<file path="src/hdl/rfd_pkg.sv">
// Shared types and constants for the reply frame deframer.
// No dependencies; used by every module under hdl/.
`default_nettype none

package rfd_pkg;

   localparam int MAX_DATA   = 64;
   localparam int MIN_FRAME  = 6;
   localparam int DATA_START = 4;
   localparam int CNT_W      = 7;
   localparam int POS_W      = 8;
   localparam int CSR_AW     = 4;

   localparam logic [CSR_AW-3:0] REG_HEAD = 2'd0;
   localparam logic [CSR_AW-3:0] REG_TAIL = 2'd1;
   localparam logic [CSR_AW-3:0] REG_ACK  = 2'd2;

   typedef enum logic [2:0] {
      ST_OK       = 3'd0,
      ST_SHORT    = 3'd1,
      ST_BAD_HEAD = 3'd2,
      ST_BAD_TAIL = 3'd3,
      ST_BAD_SUM  = 3'd4,
      ST_DEV_ERR  = 3'd5
   } status_type;

   typedef struct packed {
      logic [7:0] head_value;
      logic [7:0] tail_value;
      logic [7:0] ack_ok_value;
   } cfg_type;

   typedef struct packed {
      logic             kind;
      logic [7:0]       data_byte;
      logic [7:0]       addr;
      logic [7:0]       code;
      logic [7:0]       err_byte;
      logic [CNT_W-1:0] data_count;
      status_type       status;
   } rsp_type;

endpackage

`default_nettype wire

</file>
<file path="src/hdl/rfd_csr.sv">
// Configuration registers behind the APB-style port.
// Depends on rfd_pkg.
`default_nettype none

module rfd_csr (
   input  wire logic                       clock,
   input  wire logic                       reset,
   input  wire logic                       csr_psel,
   input  wire logic                       csr_penable,
   input  wire logic                       csr_pwrite,
   input  wire logic [rfd_pkg::CSR_AW-1:0] csr_paddr,
   input  wire logic [31:0]                csr_pwdata,
   output logic      [31:0]                csr_prdata,
   output logic                            csr_pready,
   output rfd_pkg::cfg_type                cfg
);

   rfd_pkg::cfg_type cfg_ff, cfg_in;
   logic             wr_en;
   logic [rfd_pkg::CSR_AW-3:0] idx;

   assign csr_pready = 1'b1;
   assign wr_en      = csr_psel & csr_penable & csr_pwrite & csr_pready;
   assign idx        = csr_paddr[rfd_pkg::CSR_AW-1:2];
   assign cfg        = cfg_ff;

   always_comb begin
      cfg_in = cfg_ff;
      if (wr_en) begin
         unique case (idx)
            rfd_pkg::REG_HEAD: cfg_in.head_value   = csr_pwdata[7:0];
            rfd_pkg::REG_TAIL: cfg_in.tail_value   = csr_pwdata[7:0];
            rfd_pkg::REG_ACK:  cfg_in.ack_ok_value = csr_pwdata[7:0];
            default: ;
         endcase
      end
   end

   always_comb begin
      unique case (idx)
         rfd_pkg::REG_HEAD: csr_prdata = {24'd0, cfg_ff.head_value};
         rfd_pkg::REG_TAIL: csr_prdata = {24'd0, cfg_ff.tail_value};
         rfd_pkg::REG_ACK:  csr_prdata = {24'd0, cfg_ff.ack_ok_value};
         default:           csr_prdata = 32'd0;
      endcase
   end

   always_ff @(posedge clock) begin
      if (reset) begin
         cfg_ff <= '0;
      end else begin
         cfg_ff <= cfg_in;
      end
   end

endmodule

`default_nettype wire

</file>
<file path="src/hdl/rfd_tracker.sv">
// Frame state: position, running sum, held byte, header fields, payload count.
// Builds a data word for each payload byte it releases, or the verdict at end of frame. Depends on rfd_pkg.
`default_nettype none

module rfd_tracker (
   input  wire logic             clock,
   input  wire logic             reset,
   input  wire logic             accept,
   input  wire logic [7:0]       rx_byte,
   input  wire logic             end_of_frame,
   input  wire rfd_pkg::cfg_type cfg,
   output logic                  push,
   output rfd_pkg::rsp_type      rsp
);

   logic [rfd_pkg::POS_W-1:0] pos_ff, pos_in;
   logic [7:0]                sum_ff, sum_in;
   logic [7:0]                held_ff, held_in;
   logic                      head_ok_ff, head_ok_in;
   logic [7:0]                addr_ff, addr_in;
   logic [7:0]                code_ff, code_in;
   logic [7:0]                err_ff, err_in;
   logic [rfd_pkg::CNT_W-1:0] cnt_ff, cnt_in;
   logic                      is_data;
   rfd_pkg::status_type       st;

   always_comb begin
      head_ok_in = head_ok_ff;
      addr_in    = addr_ff;
      code_in    = code_ff;
      err_in     = err_ff;
      case (pos_ff)
         8'd0:    head_ok_in = (rx_byte == cfg.head_value);
         8'd1:    addr_in    = rx_byte;
         8'd2:    code_in    = rx_byte;
         8'd3:    err_in     = rx_byte;
         default: ;
      endcase

      if (pos_ff < rfd_pkg::POS_W'(rfd_pkg::MIN_FRAME - 1))  st = rfd_pkg::ST_SHORT;
      else if (!head_ok_in)                               st = rfd_pkg::ST_BAD_HEAD;
      else if (rx_byte != cfg.tail_value)                 st = rfd_pkg::ST_BAD_TAIL;
      else if (held_ff != sum_ff)                         st = rfd_pkg::ST_BAD_SUM;
      else if (err_in != cfg.ack_ok_value)                st = rfd_pkg::ST_DEV_ERR;
      else                                                st = rfd_pkg::ST_OK;

      is_data = (pos_ff >= rfd_pkg::POS_W'(rfd_pkg::DATA_START + 1)) &&
                (cnt_ff < rfd_pkg::CNT_W'(rfd_pkg::MAX_DATA));

      rsp = '0;
      if (end_of_frame) begin
         rsp.kind       = 1'b1;
         rsp.addr       = addr_in;
         rsp.code       = code_in;
         rsp.err_byte   = err_in;
         rsp.data_count = cnt_ff;
         rsp.status     = st;
      end else begin
         rsp.data_byte  = held_ff;
      end
      push = accept && (end_of_frame || is_data);

      pos_in  = pos_ff;
      sum_in  = sum_ff;
      held_in = held_ff;
      cnt_in  = cnt_ff;
      if (accept) begin
         if (end_of_frame) begin
            pos_in     = '0;
            sum_in     = '0;
            held_in    = '0;
            cnt_in     = '0;
            head_ok_in = 1'b0;
            addr_in    = '0;
            code_in    = '0;
            err_in     = '0;
         end else begin
            if (is_data)        cnt_in = cnt_ff + 1'b1;
            if (pos_ff != '0)   sum_in = sum_ff + held_ff;
            held_in = rx_byte;
            if (pos_ff != '1)   pos_in = pos_ff + 1'b1;
         end
      end else begin
         head_ok_in = head_ok_ff;
         addr_in    = addr_ff;
         code_in    = code_ff;
         err_in     = err_ff;
      end
   end

   always_ff @(posedge clock) begin
      if (reset) begin
         pos_ff     <= '0;
         sum_ff     <= '0;
         held_ff    <= '0;
         head_ok_ff <= 1'b0;
         addr_ff    <= '0;
         code_ff    <= '0;
         err_ff     <= '0;
         cnt_ff     <= '0;
      end else begin
         pos_ff     <= pos_in;
         sum_ff     <= sum_in;
         held_ff    <= held_in;
         head_ok_ff <= head_ok_in;
         addr_ff    <= addr_in;
         code_ff    <= code_in;
         err_ff     <= err_in;
         cnt_ff     <= cnt_in;
      end
   end

endmodule

`default_nettype wire

</file>
<file path="src/hdl/rfd_skid.sv">
// Result register with a skid stage; ready toward the input is registered.
// Depends on rfd_pkg.
`default_nettype none

module rfd_skid (
   input  wire logic             clock,
   input  wire logic             reset,
   input  wire logic             push,
   input  wire rfd_pkg::rsp_type push_data,
   output logic                  in_ready,
   output logic                  out_valid,
   input  wire logic             out_ready,
   output rfd_pkg::rsp_type      out_data
);

   logic             main_vld_ff, main_vld_in;
   logic             skid_vld_ff, skid_vld_in;
   rfd_pkg::rsp_type main_ff, main_in;
   rfd_pkg::rsp_type skid_ff, skid_in;
   logic             pop;

   assign in_ready  = !skid_vld_ff;
   assign out_valid = main_vld_ff;
   assign out_data  = main_ff;
   assign pop       = main_vld_ff && out_ready;

   always_comb begin
      main_vld_in = main_vld_ff;
      skid_vld_in = skid_vld_ff;
      main_in     = main_ff;
      skid_in     = skid_ff;
      if (pop) begin
         if (skid_vld_ff) begin
            main_in     = skid_ff;
            skid_vld_in = 1'b0;
         end else begin
            main_in     = push_data;
            main_vld_in = push;
         end
      end else if (!main_vld_ff) begin
         main_in     = push_data;
         main_vld_in = push;
      end else if (push) begin
         skid_in     = push_data;
         skid_vld_in = 1'b1;
      end
   end

   always_ff @(posedge clock) begin
      if (reset) begin
         main_vld_ff <= 1'b0;
         skid_vld_ff <= 1'b0;
      end else begin
         main_vld_ff <= main_vld_in;
         skid_vld_ff <= skid_vld_in;
      end
      main_ff <= main_in;
      skid_ff <= skid_in;
   end

endmodule

`default_nettype wire

</file>
<file path="src/hdl/reply_frame_deframer.sv">
// Reply frame deframer top level: config registers, frame tracker, result buffer.
// Result words are registered in the main slot of the result buffer, or in its skid slot.
// Throughput: one byte per cycle; req_tready drops only while both result slots are full.
// Reset (synchronous, active high) clears registers, frame state and the result buffer.
// Depends on rfd_pkg, rfd_csr, rfd_tracker, rfd_skid.
`default_nettype none

module reply_frame_deframer (
   input  wire logic                       clock,
   input  wire logic                       reset,
   input  wire logic                       req_tvalid,
   output logic                            req_tready,
   input  wire logic [7:0]                 req_tdata,   // rx_byte
   input  wire logic                       req_tlast,   // end_of_frame
   output logic                            rsp_tvalid,
   input  wire logic                       rsp_tready,
   output logic      [47:0]                rsp_tdata,   // data_byte, addr, code, err_byte,
                                                        // data_count[6:0], status[2:0], zeros
   output logic                            rsp_tuser,   // kind
   input  wire logic                       csr_psel,
   input  wire logic                       csr_penable,
   input  wire logic                       csr_pwrite,
   input  wire logic [rfd_pkg::CSR_AW-1:0] csr_paddr,
   input  wire logic [31:0]                csr_pwdata,
   output logic      [31:0]                csr_prdata,
   output logic                            csr_pready
);

   rfd_pkg::cfg_type cfg;
   rfd_pkg::rsp_type push_data;
   rfd_pkg::rsp_type out_data;
   logic             push;
   logic             accept;

   assign accept = req_tvalid && req_tready;

   rfd_csr u_csr (
      .clock       (clock),
      .reset       (reset),
      .csr_psel    (csr_psel),
      .csr_penable (csr_penable),
      .csr_pwrite  (csr_pwrite),
      .csr_paddr   (csr_paddr),
      .csr_pwdata  (csr_pwdata),
      .csr_prdata  (csr_prdata),
      .csr_pready  (csr_pready),
      .cfg         (cfg)
   );

   rfd_tracker u_tracker (
      .clock        (clock),
      .reset        (reset),
      .accept       (accept),
      .rx_byte      (req_tdata),
      .end_of_frame (req_tlast),
      .cfg          (cfg),
      .push         (push),
      .rsp          (push_data)
   );

   rfd_skid u_skid (
      .clock     (clock),
      .reset     (reset),
      .push      (push),
      .push_data (push_data),
      .in_ready  (req_tready),
      .out_valid (rsp_tvalid),
      .out_ready (rsp_tready),
      .out_data  (out_data)
   );

   assign rsp_tuser = out_data.kind;
   assign rsp_tdata = {6'd0, out_data.status, out_data.data_count, out_data.err_byte,
                       out_data.code, out_data.addr, out_data.data_byte};

`ifndef SYNTH
   a_full_has_output: assert property (@(posedge clock) disable iff (reset)
      !req_tready |-> rsp_tvalid)
      else $error("buffer full without a valid output");

   a_data_word_clean: assert property (@(posedge clock) disable iff (reset)
      rsp_tvalid && !rsp_tuser |-> rsp_tdata[47:8] == 40'd0)
      else $error("data word carries verdict fields");

   a_verdict_clean: assert property (@(posedge clock) disable iff (reset)
      rsp_tvalid && rsp_tuser |->
         rsp_tdata[7:0] == 8'd0 && rsp_tdata[38:32] <= 7'(rfd_pkg::MAX_DATA))
      else $error("verdict has data byte or count above limit");
`endif

endmodule

`default_nettype wire

</file>
<file path="config.mk">
export PLATFORM = sky130hd
export DESIGN_NAME = reply_frame_deframer
export DESIGN_NICKNAME = d
export VERILOG_FILES = /design/src/hdl/rfd_pkg.sv /design/src/hdl/rfd_csr.sv /design/src/hdl/rfd_tracker.sv /design/src/hdl/rfd_skid.sv /design/src/hdl/reply_frame_deframer.sv
export SDC_FILE = /design/constraint.sdc
export NUM_CORES = 1
export LEC_CHECK = 0
export ABC_AREA = 1
export BUFFER_PORTS_ARGS = -buffer_cell sky130_fd_sc_hd__buf_2
export CORE_AREA = 2 2 173 192
export DETAILED_ROUTE_END_ITERATION = 8
export DIE_AREA = 0 0 175 194
export PLACE_DENSITY = 0.4
export SYNTH_ARGS = -nofsm -noshare
export SYNTH_HDL_FRONTEND = slang
export SYNTH_SLANG_ARGS = --single-unit
</file>
<file path="constraint.sdc">
create_clock -name clock -period 4.5 [get_ports clock]
set_clock_uncertainty 0.1 [all_clocks]
set_input_delay 0.9 -clock clock [delete_from_list [all_inputs] [get_ports clock]]
set_output_delay 0.9 -clock clock [all_outputs]
set_load 0.01 [all_outputs]
</file>
==> flow_summary.json <==
{
  "outcome": "completed",
  "slowest_stage": "o221ai_1",
  "max-slew-margin-rel_pct": 31.9,
  "cts_max_level": 4,
  "path_clk_slew_ns": 0.07,
  "cts_resized": 0,
  "slowest_delay_ns": 0.30,
  "route.antenna.remaining_nets": 0,
  "clock_path_buffers": 2,
  "dp.cells": 1417,
  "antennaDiodeCount": 0,
  "antenna_found_initial": 0,
  "ys.warnings.count": 0,
  "cp_top_family": "buffers and inverters",
  "cts_sinks": 168,
  "rows": 69,
  "drtIter0Drc": 307,
  "synth_seq_cells": 168,
  "worst-path-buf-inv": 4,
  "hpwlAfterDp_mm": 13.8,
  "n_fill_cell": 3429,
  "rsz0062_at_grt": "no",
  "yosysSeqAreaShare_pct": 53.6,
  "crit_path_cell_trace": "buf_2, inv_1, nor2_1, clkinv_1, o221ai_1, buf_2",
  "clock.fmax_mhz": 351,
  "vias_per_cell": 4.14,
  "cts_root_buffer": "clkbuf_16",
  "drtPass1Iterations": 5,
  "fin_util_pct": 28.7,
  "grt_overflow": 0,
  "syn_to_final_growth_pct": 16.8,
  "maxCapViolCount": 0,
  "die_h_um": 194,
  "vias": 5995,
  "fin_crit_sh_pct": 63.4,
  "instances_no_fill": 1449,
  "io_pins": 136,
  "slew_violations": 0,
  "avgSynthCellArea_um2": 8.42,
  "route.detailed.drc": 0,
  "hold-worst-slack_ns": 0.362,
  "die-area_um2": 34000,
  "cpMostUsedCell": "buf_2",
  "portBuffers": 78,
  "required_ns": 3.50,
  "crit_type": "input port to output pin",
  "postCtsSetupBuffers": 0,
  "die_w_um": 175,
  "grt_pass1_wl_mm": 32.1,
  "grt_max_degree": 54,
  "cp_max_fo": 9,
  "cp-start-kind": "input port",
  "setup_viol": 0,
  "arrival_ns": 1.85,
  "track_usage_pct": 12.1,
  "wire_per_inst_um": 13.7,
  "grt_pass1_vias": 5972,
  "end_kind": "output pin",
  "synth_area_um2": 7880,
  "core-area_um2": 32000,
  "tritoncts": "yes",
  "drive_above_1_share_pct": 15.0,
  "cts_buffers": 17,
  "p_total_mw": 3.28,
  "wl_mm": 19.8,
  "hold_class": "register to register",
  "p_leak_nw": 3.86,
  "clk_latency_ns": 0.44,
  "synthCells": 936,
  "fin_nets": 1076,
  "layout_min_cycle_time_ns": 2.85,
  "gp_congestion": 0.800,
  "hold_buffers": 0,
  "synth.distinct_cells": 40,
  "tns_ns": 0,
  "start_util_pct": 24.6,
  "tightestPinTransition_ns": 1.02,
  "power.density_nw_per_um2": 356,
  "hold_viol": 0,
  "ir_worst_vdd_v": 0.000225
}
metal layers:
metal	wire length [um]	up-vias	track usage (%)
met5	0	-	0
met4	314	0	3.86
met3	817	23	2.67
met2	8790	117	19.0
met1	9880	2712	16.5
li1	-	3143	-
path summary, 6_finish.rpt:
kind,startpoint,endpoint,slack (ns),depth (start not counted)
worst min register to register,u_tracker.code_ff[5],u_tracker.code_ff[5],0.36,2
worst min-delay path,u_tracker.code_ff[5],u_tracker.code_ff[5],0.36,2
worst max-delay path,csr_paddr[3],csr_prdata[4],1.65,6
worst max register to register,u_skid.skid_vld_ff,u_skid.skid_ff[15],1.80,8
worst register-to-register path: stages (launching register included):
cell and delay, ns:
dfxtp_1 0.31, inv_2 0.09, nand2_2 0.50, inv_1 0.41
nand3_1 0.15, nand2_2 0.15, inv_2 0.09, nor2_4 0.29
buf_12 0.26
registers in the layout, indices dropped and copies added (netlist names):
signal / count
u_tracker.code_ff: 8
u_tracker.head_ok_ff: 1
u_tracker.held_ff: 8
u_skid.out_data: 43
u_csr.cfg: 24
u_tracker.pos_ff: 8
u_tracker.cnt_ff: 7
u_skid.skid_vld_ff: 1
u_skid.skid_ff: 43
u_tracker.sum_ff: 8
u_tracker.addr_ff: 8
u_tracker.err_ff: 8
u_skid.out_valid: 1
cell usage in the layout (no fill, tap or decap), drive strengths merged, types with 4 or more instances in the layout:
| master | netlist | final |
|---|---|---|
| nand2 | 291 | 291 |
| nor2 | 89 | 89 |
| edfxtp | 86 | 86 |
| buf | 34 | 85 |
| dfxtp | 82 | 82 |
| inv | 79 | 82 |
| a21oi | 68 | 68 |
| o21ai | 60 | 60 |
| nand3 | 32 | 32 |
| conb | 2 | 31 |
| clkbuf | 25 | 18 |
| or2 | 18 | 18 |
| xnor2 | 13 | 13 |
| ha | 13 | 13 |
| clkinv | 3 | 9 |
| nand4 | 8 | 8 |
| o211ai | 6 | 6 |
| nor3 | 6 | 6 |
| xor2 | 5 | 5 |
| clkinvlp | 0 | 4 |
cells by family after synthesis:
logic type               after synthesis  synth area share [%]
buffers and inverters                141                  8.26
other                                  2                0.0953
AO/OA/AOI/OAI                        144                  9.70
XOR/XNOR                              18                  2.00
AND/OR/NAND/NOR                      449                  24.0
flip-flops                           168                  53.6
adder cells (fa/ha/maj)               14                  2.32
Yosys cell counts (all sizes together):
cell	instances	area [um2]
nand2	291	1120
nor2	89	378
edfxtp	86	2580
dfxtp	82	1640
inv	79	299
a21oi	68	340
o21ai	60	300
buf	34	246
nand3	32	160
clkbuf	25	93.8
or2	18	113
ha	13	163
xnor2	13	114
nand4	8	50.1
nor3	6	41.3
o211ai	6	45.0
xor2	5	43.8
a31oi	3	18.8
clkinv	3	11.3
nor4	3	18.8
conb	2	7.51
nand3b	2	15.0
o21bai	2	15.0
o221ai	2	17.5
o31ai	2	20.0
a211oi	1	7.51
fa	1	20.0
metrics by stage:
stage | area, um2 | setup slack [ns]
final | 9210 | 1.65
after global routing | 9210 | 1.49
after CTS | 9210 | 1.59
after detailed placement | 8650 | 1.18
after global placement | 8650 | 1.22
after floorplan | 7990 | 0.373
power breakdown:
group          internal [mW]  switching (mW)  total, mW
clock network          0.765           0.647       1.41
registers               1.64          0.0142       1.65
logic                 0.0618           0.158      0.220
total                   2.46           0.819       3.28
cell type report:
type	instances	area (um2)	area share [%]
clock inverters	14	126	1.37
flip-flops and latches	168	4220	45.9
multi-input cells	656	3130	34.0
well taps	426	533	5.79
inverters	82	310	3.37
clock buffers	18	429	4.66
repair buffers	85	455	4.95
No activity file was read; power rests on OpenSTA's default activity.
